`src/sv/ttsb_ram.sv`:
```
// ----------------------------------------------------------------------------
// Generic RAM
// Single write port, one registered read port.
// ----------------------------------------------------------------------------
module ttsb_ram #(
  parameter int unsigned Depth = 16,
  parameter int unsigned Width = 16
) (
  input  logic                     clk_i,
  input  logic                     we_i,
  input  logic [$clog2(Depth)-1:0] waddr_i,
  input  logic [Width-1:0]         wdata_i,
  input  logic [$clog2(Depth)-1:0] raddr_i,
  output logic [Width-1:0]         rdata_o
);
  logic [Width-1:0] mem [Depth];

  always_ff @(posedge clk_i) begin
    if (we_i) mem[waddr_i] <= wdata_i;
    rdata_o <= mem[raddr_i];
  end
endmodule

```
`config.mk`:
```
export PLATFORM = sky130hd
export DESIGN_NAME = ttsb_ram
export DESIGN_NICKNAME = d
export VERILOG_FILES = /design/src/sv/ttsb_ram.sv
export SDC_FILE = /design/constraint.sdc
export NUM_CORES = 1
export LEC_CHECK = 0
export ABC_AREA = 1
export BUFFER_PORTS_ARGS = -buffer_cell sky130_fd_sc_hd__buf_2
export CAP_MARGIN = 20
export CORE_UTILIZATION = 60
export DETAILED_ROUTE_END_ITERATION = 10
export PLACE_DENSITY_LB_ADDON = 0.3
export SETUP_SLACK_MARGIN = 0.5
export SLEW_MARGIN = 15
export SYNTH_ARGS = -nofsm -noshare
export SYNTH_HDL_FRONTEND = slang
export SYNTH_SLANG_ARGS = --single-unit
```
`constraint.sdc`:
```
create_clock -name clk_i -period 4.4 [get_ports clk_i]
set_clock_uncertainty 0.15 [all_clocks]
set_input_delay 0.22 -clock clk_i [delete_from_list [all_inputs] [get_ports clk_i]]
set_output_delay 0.22 -clock clk_i [all_outputs]
set_load 0.02 [all_outputs]
```
== After elaboration in Yosys (flattened, before gate mapping) ==
Memory sizes are Yosys's and may differ from the RTL's. A register that Yosys moved wholly into a read port is not among the register bits.
Cells that the tools add are included.

* Memories: 1
* Output and inout bits: 16
* Input bits: 26
* Bits in writable memories: 256
* Register bits: 0

* Mux-type cells: 2

{| class="wikitable"
|+ Memories
! memory !! words !! bits a word !! read ports !! clocked after Yosys merged registers in !! wr ports !! line !! text
|-
| mem || 16 || 16 || 1 || 1 || 1 || 16 || <nowiki>logic [Width-1:0] mem [Depth];</nowiki>
|}

{| class="wikitable"
|+ Operators with widths
! cell !! count
|-
| 2-to-1 mux 1 bit || 2
|}

== Logic depth before layout (Yosys ltp) ==
* Depth after elaboration: 2
* Mapped depth: 9
* Gate-level depth less buffers: 7

== Worst setup path before layout ==
Ideal clock, no wire load.

* Kind: input port to flip-flop
* Start point: input port waddr_i[2]
* End point: memory mem[10][0] (enable)
* Cell stages on the path: 2
* Setup slack: 2.730 ns
* Path buffers: 0
* Setup time: 0.388 ns
* Data arrival time: 1.131 ns
* Cell sequence: nand3b_1 > nor2_1

{| class="wikitable"
|+ RTL lines
! item !! line !! text
|-
| start: declaration || 11 || <nowiki>input logic [$clog2(Depth)-1:0] waddr_i,</nowiki>
|-
| end: declaration || 16 ||
|}

Straight into the memory's write port.

==> results.md <==
- Row count: 50
- WHS Endpoint: rdata_o[6]
- Core ar.: around 19000 um^2
- Synthesis-stage register bit count: approximately 270
- Power Internal: roughly 0.0044 W
- Final setup fails: 0
- Slowest stage delay, CP: around 0.76 ns
- Num CTS Buffers: 26
- RePlAce Congestion: a little under 0.8
- Fin. max-slew vios: 0
- Drt first pass iters: 5
- Die X: roughly 140 um
- Grt total ovfl: 0
- Mapped Cells: 1074
- Crit-path cells: buf_4 > clkinv_2 > buf_12 > nand2_1 > nand2_1 > nand2_1 > nand3_1 > nand3_1 > nand2_1
- Syn nets: between 1000 and 1500
- Lkg Pwr: about 5.6 nW
- Wire length per cell: approximately 19 um
- Top cells by area, synth: edfxtp_1 (68%), nand2_1 (11%), nand3_1 (8.5%)
- Family with the most delay on the worst path: buffers and inverters
- Combinational power share: under 10%
- Minimum clock period: 2.17 ns
- Commonest cells post-synth: nand2_1 (341), edfxtp_1 (256), inv_1 (196)
- Fin nets: around 1200
- Synth Flop Type: edfxtp_1
- Clk root buf: clkbuf_16
- Non-filler cells, final: about 1400
- DR vias/cell: 5.41
- Largest net degree at the start of global routing: 85
- Post-Place Cells: ~1300
- Worst vdd ir: around 0.35 mV
- Asr flop ratio synth: 0%
- Outcome: complete, no violations
- Most frequent cell on the critical path: nand2_1
- CTS tree: done
- Synth cell types: 13
- Design Area, Final: between 10000 and 15000 um^2
- CP Class: primary input to register
- Hold depth: 3
- Max-capacitance violation count: 0
- Clock Sinks: roughly 270
- Area fraction in and, or, nand and nor cells after synthesis: approximately a fifth
- IO buf count: 41
- Worst skew pair latency: 0.52 ns
- Number of global-route vias before repair: about 7200
- First-pass GRT wire length: 39600 um
- Die ar.: around 20000 um^2
- Crit path capture type: register
- Setup TNS: 0 ns
- I/O Pins: 42
- Final period utilization: 49.2%
- RSZ-0062 raised after global routing: false
- Placed cell area: 11800 um^2
- Layout area overhead: 12.9%
- DR vias: between 7000 and 8000
- CP bufs+invs: 3
- Synth top area share: 67.5%
- Worst r2r dst: rdata_o[7]
- Crit-path slowest cell: clkinv_2
- Rel. slew slack: between 20 and 30%
- Post-synth EDFFs: between 200 and 300
- DR DRC count: 0
- CTS Buffer Depth: 3
- Adder-cell area share of the yosys netlist: 0%
- Most frequent cell after synthesis: nand2_1
- Die span in y: between 100 and 150 um
- Synth Area in Compound Gates: 0%
- Filler Cell Count: around 1300
- Hold_sp: raddr_i[3]
- Post-Route WL: between 20000 and 30000 um
- P_sw: approximately 0.0012 W
- Initial core utilization: between 60% and 70%
- Fin. Hold Viols: 0
- Hold WS: about 0.097 ns
- Worst Path Required: about 4.7 ns
- Post-synth top area cell: edfxtp_1
- Yosys warns: 0
- Mapped cell area: around 11000 um^2
- R2r startpoint: mem[7][7]
- Post-route setup slack: 2.23 ns
- Post-DRT Antenna Nets: 0
- Initial antenna violation count: 0
- Gr usage total: a little over a quarter
- Register area share after synthesis: 70.4%
- PwrDens: between 400 and 500 nW/um^2
- Hpwl dp: 13400 um
- XOR/XNOR share of the synthesized area: 0%
- DRT iter0 DRCs: just over 700
- Switch share: 21.1%
- Fmax: approximately 460 MHz
- Largest family of logic cells by synthesized area: simple AND/OR/NAND/NOR gates
- Post_cts resized: 0
- Clk pwr share: between 40% and 50%
- Reg power frac: between 50% and 60%
- Crit start category: primary input
- H-tree levels: 1
- Antenna Cells: 0
- Post-synthesis mux area share: 0%
- Clock transition at path regs: 0.06 ns
- Critical Path Source: raddr_i[0]
- Layout cells sized above 1: around a tenth
- Worst reg2reg setup slack: 3.23 ns
- Actual slew at the worst max-slew pin: approximately 1.1 ns
- CP Max Fanout: between 70 and 80
- Worst EP arrival: roughly 2.4 ns
- Min-Delay Path Class: primary input to register
- Dpl ws: ~1.7 ns
- Worst reg2reg path depth: 6
- Mapped Avg Cell Area: around 11 um^2
-- sequential cells by signal, summed over array words and instances (netlist names) --
name     cells
mem        256
rdata_o     16
-- cell families (layout without fill, tap and decap cells) --
| group | count (synthesis) | after routing |
|---|---|---|
| DFF | 272 | 272 |
| and+or+nand+nor | 553 | 553 |
| buffers and inverters | 249 | 325 |
-- power groups by stage --
stage	clock (W)	sequential [W]	combinational, W
2_1_floorplan	0	0.00299	0.000196
3_3_place_gp	0	0.00297	0.000328
3_5_place_dp	0	0.00297	0.000336
4_1_cts	0.00230	0.00291	0.000350
5_1_grt	0.00240	0.00292	0.000388
6_report	0.00229	0.00291	0.000352
-- final cells by class --
type	count	area [um^2]	share of cell area (%)
Sequential cell	272	8010	62.3
Multi-Input combinational cell	553	2360	18.4
Clock buffer	38	767	5.97
Inverter	198	744	5.79
Timing Repair Buffer	79	546	4.25
Tap cell	234	293	2.28
Clock inverter	10	126	0.984
-- cell usage in the layout, fill, tap and decap left out, types with 3 or more instances in the layout --
cell	count
buf_2	40
buf_4	22
bufinv_16	3
clkbuf_1	6
clkbuf_16	27
clkbuf_8	5
clkinv_2	6
dfxtp_1	16
dlygate4sd3_1	16
edfxtp_1	256
inv_1	196
nand2_1	341
nand3_1	193
nor2_2	16
-- through the flow --
stage	utilization, %	total power, W
floorplan	-	0.00318
global placement	63.3	0.00330
detailed placement	63.3	0.00330
CTS	68.9	0.00556
global route	68.9	0.00570
finish	68.9	0.00555
-- worst reg2reg max path, stage by stage, from the launching register on --
cell and delay, ns:
edfxtp_1 0.38, inv_1 0.09, nand2_1 0.06, nand3_1 0.13, nand3_1 0.10, nand3_1 0.10
nand2_1 0.06
-- layer usage --
metal / global-route usage [%] / vias up / part of all wire (%)
li1: - / 3578 / -
met1: 36.0 / 3503 / 40
met2: 45.4 / 347 / 49
met3: 4.37 / 65 / 7.8
met4: 11.4 / 0 / 3.0
met5: 0 / - / 0
-- how the worst max path moves through the flow --
stage | slack [ns] | endpoint | cells after the start
floorplan | 2.73 | mem[10][0] | 2
global placement | 1.78 | rdata_o[8] | 9
detailed placement | 1.74 | rdata_o[8] | 9
CTS | 2.26 | rdata_o[2] | 9
global route | 2.05 | rdata_o[8] | 9
finish | 2.23 | rdata_o[2] | 9
-- what timing repair did --
action / in CTS / in global routing
setup endpoints to repair: 0 / 0
hold buffers: 16 / 0
setup buffers: 0 / 0
endpoints found under the hold margin: 256 / 0
Power figures use the tool's default switching activity.
